File: src/hdl/chlg_pkg.sv
package chlg_pkg;

  // Field widths.
  localparam int unsigned TASK_W   = 10;
  localparam int unsigned CORE_W   = 3;
  localparam int unsigned ACT_W    = 2;
  localparam int unsigned LOAD_W   = 17;
  localparam int unsigned AVG_W    = 17;
  localparam int unsigned DELAY_W  = 12;
  localparam int unsigned THR_W    = 17;
  localparam int unsigned DPC_W    = 10;
  localparam int unsigned PERIOD_W = 8;
  localparam int unsigned SQ_W     = 2 * CORE_W;
  localparam int unsigned DLIM_W   = DPC_W + CORE_W;
  localparam int unsigned DRAW_W   = PERIOD_W + SQ_W;

  // Configuration port widths.
  localparam int unsigned CFG_IDX_W  = 2;
  localparam int unsigned CFG_DATA_W = 17;

  // Block constants.
  localparam int unsigned RING_DEPTH_DEF = 10;
  localparam int unsigned CORE_COUNT     = 4;
  localparam int unsigned MAX_TASKS      = 1023;
  localparam int unsigned MAX_AVG        = MAX_TASKS * 100;
  localparam logic [6:0]  LOAD_SCALE     = 7'd100;
  localparam logic [DELAY_W-1:0] DELAY_MAX = '1;

  // Register reset values.
  localparam logic [CORE_W-1:0]   MIN_ONLINE_RST = 3'd1;
  localparam logic [THR_W-1:0]    ENABLE_THR_RST = 17'd600;
  localparam logic [DPC_W-1:0]    DIS_PER_CPU_RST = 10'd60;
  localparam logic [PERIOD_W-1:0] PERIOD_RST     = 8'd1;

  // Result actions.
  typedef enum logic [ACT_W-1:0] {
    ACT_HOLD        = 2'd0,
    ACT_ONLINE_ALL  = 2'd1,
    ACT_OFFLINE_ONE = 2'd2
  } action_e;

  // Configuration register indexes.
  typedef enum logic [CFG_IDX_W-1:0] {
    CFG_MIN_ONLINE  = 2'd0,
    CFG_ENABLE_THR  = 2'd1,
    CFG_DIS_PER_CPU = 2'd2,
    CFG_MIN_PERIOD  = 2'd3
  } cfg_reg_e;

  // Sequencer states.
  typedef enum logic [2:0] {
    ST_IDLE,
    ST_UPDATE,
    ST_SCALE,
    ST_QUOT,
    ST_AVG,
    ST_DECIDE
  } state_e;

endpackage

File: src/hdl/cpu_hotplug_load_governor_core.sv
// Channel   Direction  Handshake                 Word
// in        input      in_valid_i / in_stall_o   runnable_tasks_i, cores_online_i
// out       output     out_valid_o / out_stall_i action_o, average_load_o, next_delay_o
// cfg       input      cfg_valid_i / cfg_ready_o cfg_index_i, cfg_data_i
//
// A sample is taken only while the sequencer is idle, and the next sample is taken
// only after the result of the last one has been loaded.
// The sequencer handles one sample at a time: ring read, ring write with running-sum
// update, reciprocal multiply, quotient correction and decision.
// Reset clears the running sum, the write slot, the ring valid bits and the output valid flag.
// A stalled result holds in the output register; the block still takes a new sample,
// and only the decision step waits for the output register to free up.
module cpu_hotplug_load_governor_core #(
  parameter int unsigned RING_DEPTH = chlg_pkg::RING_DEPTH_DEF
) (
  input  logic                              clk_i,
  input  logic                              rst_ni,
  input  logic                              in_valid_i,
  output logic                              in_stall_o,
  input  logic [chlg_pkg::TASK_W-1:0]       runnable_tasks_i,
  input  logic [chlg_pkg::CORE_W-1:0]       cores_online_i,
  output logic                              out_valid_o,
  input  logic                              out_stall_i,
  output logic [chlg_pkg::ACT_W-1:0]        action_o,
  output logic [chlg_pkg::AVG_W-1:0]        average_load_o,
  output logic [chlg_pkg::DELAY_W-1:0]      next_delay_o,
  input  logic                              cfg_valid_i,
  output logic                              cfg_ready_o,
  input  logic [chlg_pkg::CFG_IDX_W-1:0]    cfg_index_i,
  input  logic [chlg_pkg::CFG_DATA_W-1:0]   cfg_data_i
);
  import chlg_pkg::*;

  localparam int unsigned SLOT_W = (RING_DEPTH > 1) ? $clog2(RING_DEPTH) : 1;
  localparam int unsigned SUM_W  = LOAD_W + $clog2(RING_DEPTH);
  localparam int unsigned PROD_W = 2 * SUM_W;
  localparam logic [SUM_W-1:0]  RECIP     = SUM_W'((64'd1 << SUM_W) / RING_DEPTH);
  localparam logic [SUM_W-1:0]  DEPTH_S   = SUM_W'(RING_DEPTH);
  localparam logic [SLOT_W-1:0] SLOT_LAST = SLOT_W'(RING_DEPTH - 1);

  state_e state_q, state_d;

  // Configuration registers.
  logic [CORE_W-1:0]   min_online_q;
  logic [THR_W-1:0]    enable_thr_q;
  logic [DPC_W-1:0]    dis_per_cpu_q;
  logic [PERIOD_W-1:0] period_q;
  logic [CORE_W-1:0]   min_online_wr;

  // Sample and datapath registers.
  logic [CORE_W-1:0]   online_q;
  logic [SQ_W-1:0]     online_sq_q;
  logic [LOAD_W-1:0]   load_q;
  logic [TASK_W-1:0]   tasks_sat;
  logic [SUM_W-1:0]    sum_q;
  logic [PROD_W-1:0]   prod_q;
  logic [AVG_W-1:0]    quot_q;
  logic [AVG_W-1:0]    avg_q;
  logic [AVG_W-1:0]    avg_d;
  logic [SUM_W-1:0]    quot_mul;
  logic [SUM_W-1:0]    rem;
  logic [DLIM_W-1:0]   dis_lim_q;
  logic [DRAW_W-1:0]   delay_raw_q;
  logic [LOAD_W-1:0]   old_load;

  // Ring memory and its bookkeeping.
  logic [LOAD_W-1:0]     ring_mem [RING_DEPTH];
  logic [LOAD_W-1:0]     ring_rdata_q;
  logic [RING_DEPTH-1:0] ring_vld_q;
  logic [SLOT_W-1:0]     slot_q;

  // Sequencer controls.
  logic in_take;
  logic ring_re;
  logic ring_we;
  logic res_load;
  logic out_free;

  // Decision.
  action_e            act;
  logic [DELAY_W-1:0] delay;

  // Output registers.
  logic               out_valid_q;
  logic [ACT_W-1:0]   action_q;
  logic [AVG_W-1:0]   avg_out_q;
  logic [DELAY_W-1:0] delay_q;

  assign cfg_ready_o    = 1'b1;
  assign in_take        = in_valid_i && !in_stall_o;
  assign out_free       = !out_valid_q || !out_stall_i;
  assign out_valid_o    = out_valid_q;
  assign action_o       = action_q;
  assign average_load_o = avg_out_q;
  assign next_delay_o   = delay_q;

  // Clamp of the minimum online count to one through the core count.
  always_comb begin
    min_online_wr = cfg_data_i[CORE_W-1:0];
    if (min_online_wr == '0) begin
      min_online_wr = CORE_W'(1);
    end
    if (32'(min_online_wr) > CORE_COUNT) begin
      min_online_wr = CORE_W'(CORE_COUNT);
    end
  end

  // Configuration writes.
  always_ff @(posedge clk_i or negedge rst_ni) begin
    if (!rst_ni) begin
      min_online_q  <= MIN_ONLINE_RST;
      enable_thr_q  <= ENABLE_THR_RST;
      dis_per_cpu_q <= DIS_PER_CPU_RST;
      period_q      <= PERIOD_RST;
    end else if (cfg_valid_i && cfg_ready_o) begin
      case (cfg_reg_e'(cfg_index_i))
        CFG_MIN_ONLINE:  min_online_q  <= min_online_wr;
        CFG_ENABLE_THR:  enable_thr_q  <= cfg_data_i[THR_W-1:0];
        CFG_DIS_PER_CPU: dis_per_cpu_q <= cfg_data_i[DPC_W-1:0];
        CFG_MIN_PERIOD:  period_q      <= cfg_data_i[PERIOD_W-1:0];
        default: ;
      endcase
    end
  end

  // Next state of the sequencer.
  always_comb begin
    state_d = state_q;
    case (state_q)
      ST_IDLE:   if (in_valid_i) state_d = ST_UPDATE;
      ST_UPDATE: state_d = ST_SCALE;
      ST_SCALE:  state_d = ST_QUOT;
      ST_QUOT:   state_d = ST_AVG;
      ST_AVG:    state_d = ST_DECIDE;
      ST_DECIDE: if (out_free) state_d = ST_IDLE;
      default:   state_d = ST_IDLE;
    endcase
  end

  // Sequencer outputs.
  always_comb begin
    in_stall_o = 1'b1;
    ring_re    = 1'b0;
    ring_we    = 1'b0;
    res_load   = 1'b0;
    case (state_q)
      ST_IDLE: begin
        in_stall_o = 1'b0;
        ring_re    = in_valid_i;
      end
      ST_UPDATE: ring_we  = 1'b1;
      ST_DECIDE: res_load = out_free;
      default: ;
    endcase
  end

  always_ff @(posedge clk_i or negedge rst_ni) begin
    if (!rst_ni) begin
      state_q <= ST_IDLE;
    end else begin
      state_q <= state_d;
    end
  end

  // Ring memory: one write port and one registered read port at the write slot.
  always_ff @(posedge clk_i) begin
    if (ring_we) begin
      ring_mem[slot_q] <= load_q;
    end
    if (ring_re) begin
      ring_rdata_q <= ring_mem[slot_q];
    end
  end

  // An entry never written reads as zero.
  assign old_load = ring_vld_q[slot_q] ? ring_rdata_q : '0;

  // Valid bits, write slot and running sum of the ring.
  always_ff @(posedge clk_i or negedge rst_ni) begin
    if (!rst_ni) begin
      ring_vld_q <= '0;
      slot_q     <= '0;
      sum_q      <= '0;
    end else if (ring_we) begin
      ring_vld_q[slot_q] <= 1'b1;
      slot_q             <= (slot_q == SLOT_LAST) ? '0 : slot_q + SLOT_W'(1);
      sum_q              <= sum_q - SUM_W'(old_load) + SUM_W'(load_q);
    end
  end

  // Task count saturation.
  assign tasks_sat = (32'(runnable_tasks_i) > MAX_TASKS) ? TASK_W'(MAX_TASKS)
                                                         : runnable_tasks_i;

  // Division by the ring depth: the reciprocal product is low by at most one.
  assign quot_mul = SUM_W'(quot_q) * DEPTH_S;
  assign rem      = sum_q - quot_mul;
  assign avg_d    = (rem >= DEPTH_S) ? quot_q + AVG_W'(1) : quot_q;

  // Datapath registers, loaded in their sequencer step.
  always_ff @(posedge clk_i) begin
    if (in_take) begin
      online_q    <= cores_online_i;
      online_sq_q <= SQ_W'(cores_online_i) * SQ_W'(cores_online_i);
      load_q      <= LOAD_W'(tasks_sat) * LOAD_W'(LOAD_SCALE);
    end
    if (state_q == ST_UPDATE) begin
      dis_lim_q   <= DLIM_W'(dis_per_cpu_q) * DLIM_W'(online_q);
      delay_raw_q <= DRAW_W'(period_q) * DRAW_W'(online_sq_q);
    end
    if (state_q == ST_SCALE) begin
      prod_q <= PROD_W'(sum_q) * PROD_W'(RECIP);
    end
    if (state_q == ST_QUOT) begin
      quot_q <= prod_q[SUM_W +: AVG_W];
    end
    if (state_q == ST_AVG) begin
      avg_q <= avg_d;
    end
  end

  // Action choice from the average and the thresholds.
  always_comb begin
    act   = ACT_HOLD;
    delay = '0;
    if ((avg_q >= enable_thr_q && 32'(online_q) < CORE_COUNT) ||
        online_q < min_online_q) begin
      act = ACT_ONLINE_ALL;
    end else if (avg_q < AVG_W'(dis_lim_q) && online_q > min_online_q) begin
      act = ACT_OFFLINE_ONE;
    end else begin
      delay = (delay_raw_q > DRAW_W'(DELAY_MAX)) ? DELAY_MAX : delay_raw_q[DELAY_W-1:0];
    end
  end

  // Output valid flag.
  always_ff @(posedge clk_i or negedge rst_ni) begin
    if (!rst_ni) begin
      out_valid_q <= 1'b0;
    end else if (res_load) begin
      out_valid_q <= 1'b1;
    end else if (!out_stall_i) begin
      out_valid_q <= 1'b0;
    end
  end

  // Output word register.
  always_ff @(posedge clk_i) begin
    if (res_load) begin
      action_q  <= act;
      avg_out_q <= avg_q;
      delay_q   <= delay;
    end
  end

endmodule

File: config.mk
export PLATFORM = sky130hd
export DESIGN_NAME = cpu_hotplug_load_governor_core
export DESIGN_NICKNAME = d
export VERILOG_FILES = /design/src/hdl/chlg_pkg.sv /design/src/hdl/cpu_hotplug_load_governor_core.sv
export SDC_FILE = /design/constraint.sdc
export NUM_CORES = 1
export LEC_CHECK = 0
export ABC_AREA = 1
export BUFFER_PORTS_ARGS = -buffer_cell sky130_fd_sc_hd__buf_2
export CORE_MARGIN = 1
export CORE_UTILIZATION = 55
export CTS_BUF_LIST = sky130_fd_sc_hd__clkbuf_8 sky130_fd_sc_hd__clkbuf_16
export DETAILED_ROUTE_END_ITERATION = 10
export PLACE_DENSITY = 0.7
export SLEW_MARGIN = 40
export SYNTH_ARGS = -nofsm -noshare
export SYNTH_HDL_FRONTEND = slang
export SYNTH_SLANG_ARGS = --single-unit
File: constraint.sdc
create_clock -name clk_i -period 9.75 [get_ports clk_i]
set_clock_uncertainty 0.2 [all_clocks]
set_input_delay 2.925 -clock clk_i [delete_from_list [all_inputs] [get_ports clk_i]]
set_output_delay 2.925 -clock clk_i [all_outputs]
set_load 0.01 [all_outputs]
== After elaboration in Yosys (flattened, before gate mapping) ==
Memory sizes are Yosys's and may differ from the RTL's. A register that Yosys moved wholly into a read port is not among the register bits.
Cells that the tools add are included.

* Output and inout bits: 34
* Logic and storage cells: 95
* Bits in registers: 248
* Input bits: 37
* RAM bits: 150
* Memories: 1

* Add/sub/neg operators: 5
* Equal/unequal tests: 12
* $lt $le $gt $ge: 10
* Multipliers: 6
* Multiplexer cells: 22
* Bitwise operators: 1
* Reductions and logical operators: 17

{| class="wikitable"
|+ Memories
! name !! depth !! bits a word !! read ports !! clocked after Yosys merged registers in !! write ports !! line !! text
|-
| ring_mem || 10 || 15 || 1 || 1 || 1 || cpu_hotplug_load_governor_core.sv:67 || <nowiki>logic [LOAD_W-1:0] ring_mem [RING_DEPTH];</nowiki>
|}

{| class="wikitable"
|+ Operators by type and width
! kind !! number
|-
| $mul 21x18->38 const B || 1
|-
| $mux 17 || 2
|-
| $add 21x17->21 || 1
|-
| $ge 21x4->1 const B || 1
|-
| $sub 21x17->21 || 1
|-
| $sub 21x21->21 || 1
|-
| $mul 17x3->20 const B || 1
|-
| $pmux 3 s6 || 1
|-
| $add 17x1->17 const B || 1
|-
| $ge 17x17->1 || 1
|-
| $lt 17x13->1 || 1
|-
| $mul 10x5->15 const B || 1
|-
| $gt 14x12->1 const B || 1
|-
| $mul 8x6->14 || 1
|-
| $mul 10x3->13 || 1
|-
| $mux 12 || 1
|-
| $mux 3 || 4
|-
| $mux 1 || 10
|-
| $or 10x10->10 || 1
|-
| $reduce_and 2->1 || 5
|-
| $eq 3x2->1 const B || 2
|-
| $eq 3x3->1 const B || 2
|-
| $logic_not 3->1 || 2
|-
| $mul 3x3->6 || 1
|-
| 22 further kinds || 29
|}

== Depth between registers and ports, before layout ==
* Depth in word-level cells: 5
* Gate-level depth with buffers: 27

== Worst setup path after synthesis ==
No wires, ideal clock.

* Path kind: input to register
* Start: in runnable_tasks_i[2] (netlist bit)
* End: reg load_q[16], data pin
* Setup slack: 3985 ps
* Stages on the path: 16
* Library setup time: 258 ps
* Path buffers: 0
* Required time: 9292 ps
* Arrival time: 5308 ps
* Cell sequence: ha_1 -> ha_1 -> inv_1 -> fa_1 -> inv_1 -> ha_1 -> nand3_1 -> nand3_1 -> nand2_1 -> nand2_1 -> a21oi_1 -> o21ai_0 -> a21oi_1 -> nor2_1 -> nor2_1 -> xnor2_1

* Word-level cells in the longest chain between the ends: 1

{| class="wikitable"
|+ Ends and longest elaborated chain
! element !! line !! text
|-
| from (decl) || cpu_hotplug_load_governor_core.sv:20 || <nowiki>input logic [chlg_pkg::TASK_W-1:0] runnable_tasks_i,</nowiki>
|-
| $mul 10x5->15 || cpu_hotplug_load_governor_core.sv:205 || <nowiki>load_q <= LOAD_W'(tasks_sat) * LOAD_W'(LOAD_SCALE);</nowiki>
|-
| to (signal assigned) || cpu_hotplug_load_governor_core.sv:205 ||
|-
| to (decl) || cpu_hotplug_load_governor_core.sv:53 || <nowiki>logic [LOAD_W-1:0] load_q;</nowiki>
|}

Every way passes these cells.
A chain may end at the register's enable or synchronous reset.

== Final worst setup path ==
* Start: reg sum_q[18]
* End: reg prod_q[35], data pin

* Word-level cells in the longest chain between the ends: 1

{| class="wikitable"
|+ Ends and longest elaborated chain
! element !! line !! text
|-
| from (decl) || cpu_hotplug_load_governor_core.sv:55 || <nowiki>logic [SUM_W-1:0] sum_q;</nowiki>
|-
| from (signal assigned) || cpu_hotplug_load_governor_core.sv:187 || <nowiki>sum_q <= sum_q - SUM_W'(old_load) + SUM_W'(load_q);</nowiki>
|-
| $mul 21x18->38 || cpu_hotplug_load_governor_core.sv:212 || <nowiki>prod_q <= PROD_W'(sum_q) * PROD_W'(RECIP);</nowiki>
|-
| to (signal assigned) || cpu_hotplug_load_governor_core.sv:212 ||
|-
| to (decl) || cpu_hotplug_load_governor_core.sv:56 || <nowiki>logic [PROD_W-1:0] prod_q;</nowiki>
|}

Every way passes these cells.

==> impl_metrics.tcl <==
set metrics [dict create \
    outcome "complete, no violations" \
    multi_input_comb_area_sq_um 14100 \
    fin_tns_setup_ps 0 \
    r2r_end "prod_q[35]" \
    path_clk_slew_ps 70 \
    netlist_area_sq_um 27100 \
    vias 19300 \
    synth-adder-area-share 0.279 \
    ys_seq_area_frac 0.397 \
    cts_tree "done" \
    synth_top_cell_by_area "edfxtp_1" \
    h-tree-depth 2 \
    drtPass1Iterations 5 \
    holdBufCountCts 0 \
    critPathMaxStageDelay_ps 670 \
    antenna_cells 0 \
    initial_core_util 0.556 \
    crit_slowest_cell "dfrtp_1" \
    grt_max_degree 68 \
    worst_pin_slew_ps 768 \
    crit_fanout 7 \
    synth_cell_type_count 54 \
    gp_congestion 0.946 \
    synth-simple-area-share 0.125 \
    ys_async_sr_fraction 0.202 \
    met3_usage 0.0342 \
    postCtsSetupBuffers 0 \
    yosys_warnings 0 \
    grt_pass1_wl_um 105000 \
    synth_ff_type "edfxtp_1" \
    drc 0 \
    drive_gt1_frac 0.0662 \
    slew_headroom 0.485 \
    grt_use_met1 0.358 \
    synth-xor-area-share 0.0249 \
    top_usage_layer "met2" \
    ios 71 \
    fill_cells 4046 \
    area_growth_pct 9.81 \
    hold_depth 0 \
    r2r_slack_ps 3460 \
    via_per_inst 5.39 \
    worstPathArrival_ps 6380 \
    period_minus_slack_ps 6290 \
    drtIter0Drc 1325 \
    hold_path.startpoint "prod_q[34]" \
    cp-end-kind "flip-flop" \
    core-area_sq_um 48700 \
    port_buffers 69 \
    yosysTopAreaCellShare 0.328 \
    insertion_delay_ps 600 \
    cp.required_ps 9840 \
    synth_area_leaders "edfxtp_1, ha_1, fa_1, inv_1, nand2_1" \
    final_hold_viol_count 0 \
    yosysMostFrequentCell "inv_1" \
    rows 81 \
    synth_compound_gate_area_share 0.0836 \
    grt_overflow 0 \
    hold_end "quot_q[13]" \
    die_w_um 224 \
    met2_usage 0.461 \
    synth_top_family_by_area "adder cells" \
    fmax_mhz 159 \
    synth_top_cells_by_count "inv_1, nand2_1, ha_1" \
    crit_type "flip-flop to flip-flop" \
    cts.path.max_buffers 3 \
    grt_use_total 0.269 \
    clkSinkCount 371 \
    cts_buffers 40 \
    synth-seq-cells 371 \
    final_max_slew_viol_count 0 \
    dieArea_sq_um 50200 \
    antenna_found_initial 0 \
    cp_cell_sequence "inv_1, ha_1, inv_1, ha_1, inv_1, fa_1, fa_1, fa_1, fa_1, inv_1, ha_1, a21oi_1, o21ai_0, nand2_1, nand2_1, a2111oi_0, nand2_1, xor2_1" \
    worst_setup_path_start_kind "flip-flop" \
    netlist_instances 2795 \
    setup_violations 0 \
    ctsResizeCount 0 \
    nNetsFinal 3419 \
    grt_pass1_vias 20000 \
    cts_root_buf "clkbuf_16" \
    rsz0062_at_grt "false" \
    synth_edf_count 296 \
    antenna_left 0 \
    r2r_cells 18 \
    synth_mux_area_frac 0 \
    hp-class "flip-flop to flip-flop" \
    ff_latch_area_sq_um 10800 \
    die_h_um 224 \
    syn_avg_cell_area_sq_um 9.71 \
    cap_violations 0 \
    finalCritPeriodShare 0.645 \
    routed_wl_um 64500 \
    dp_hpwl_um 50300 \
    r2r-start "sum_q[18]" \
    wl_per_cell_um 18.0 \
]
==> worst max path at each step <==
stage / from / to
after floorplan: runnable_tasks_i[2] / load_q[16]
after global placement: sum_q[18] / prod_q[35]
after detailed placement: sum_q[18] / prod_q[35]
after CTS: sum_q[18] / prod_q[35]
after global routing: sum_q[18] / prod_q[35]
final: sum_q[18] / prod_q[35]
==> cells in the final DEF, fill, tap and decap left out, types with 4 or more instances in the layout <==
cell type   instances
bufinv_16           4
a31oi_1             6
nand3b_1            4
ha_1              318
conb_1             15
clkinv_2            8
fa_1              179
a21o_1             11
nor2_4             14
nand2_1           447
o21bai_1           11
nand4_1            22
clkbuf_16          40
a21boi_0            5
clkinvlp_4          6
nor3_2              4
nor2_1            164
nor3_1             35
nand3_1            83
xor2_1             54
o21a_1              4
xnor2_1            23
a22oi_1            60
edfxtp_1          296
nor4_1              5
o22ai_1             5
dfstp_2            10
a21oi_1           157
or2_2               4
o21ai_0           117
or3_1              15
inv_1             599
dfrtp_1            64
nor2_2              4
buf_4               8
buf_2              68
==> registers in the layout (all words and copies together) (netlist names), 3 cells and up <==
signal / count
online_sq_q: 4
load_q: 15
next_delay_o: 12
min_online_q: 3
quot_q: 17
ring_rdata_q: 15
online_q: 3
average_load_o: 17
avg_q: 17
prod_q: 17
ring_vld_q: 10
sum_q: 19
period_q: 8
slot_q: 4
ring_mem: 150
dis_per_cpu_q: 10
state_q: 3
delay_raw_q: 14
enable_thr_q: 17
dis_lim_q: 13
==> per-stage QoR <==
step / std cells / worst slack, ps / cell area [sq um] / utilization / hold WS, ps
6_report: 3581 / 3460 / 29800 / 0.611 / 217
5_1_grt: 3581 / 3150 / 29800 / 0.611 / 222
4_1_cts: 3579 / 3390 / 29800 / 0.610 / 217
3_5_place_dp: 3505 / 3470 / 28400 / 0.582 / 205
3_3_place_gp: 3503 / 3460 / 28300 / 0.580 / 205
2_1_floorplan: 2808 / 3980 / 27200 / - / 200
==> metal layers <==
| layer | vias to the layer above | wire length (um) |
|---|---|---|
| li1 | 9296 | - |
| met3 | 102 | 3300 |
| met1 | 9403 | 28200 |
| met5 | - | 0 |
| met4 | 0 | 1810 |
| met2 | 518 | 31200 |
==> cells by family (layout without fill, tap and decap cells) <==
family | Yosys count | in the layout
compound gates | 393 | 393
xor+xnor | 77 | 77
fa+ha+maj | 497 | 497
buf+inv | 642 | 751
flops | 371 | 371
other cells | 2 | 15
simple gates | 813 | 813
==> cell type report <==
cell class,count,area share
multi-input cells,1795,0.473
flip-flops and latches,371,0.362
inverters,596,0.0751
clock buffers,42,0.0345
well taps,664,0.0279
repair buffers,81,0.0167
clock inverters,32,0.0112
==> critical path, delay by kind of cell, from the launching register on <==
family,cells,cell delay [ps]
AOI/OAI and AO/OA,3,840
adders and majority gates,7,3300
and+or+nand+nor,3,260
xor gates and xnor gates,1,160
DFF,1,670
buffers and inverters,4,560
Power is not shown: default switching activity piles up to over one toggle a cycle in this logic, so the estimate is an artifact.
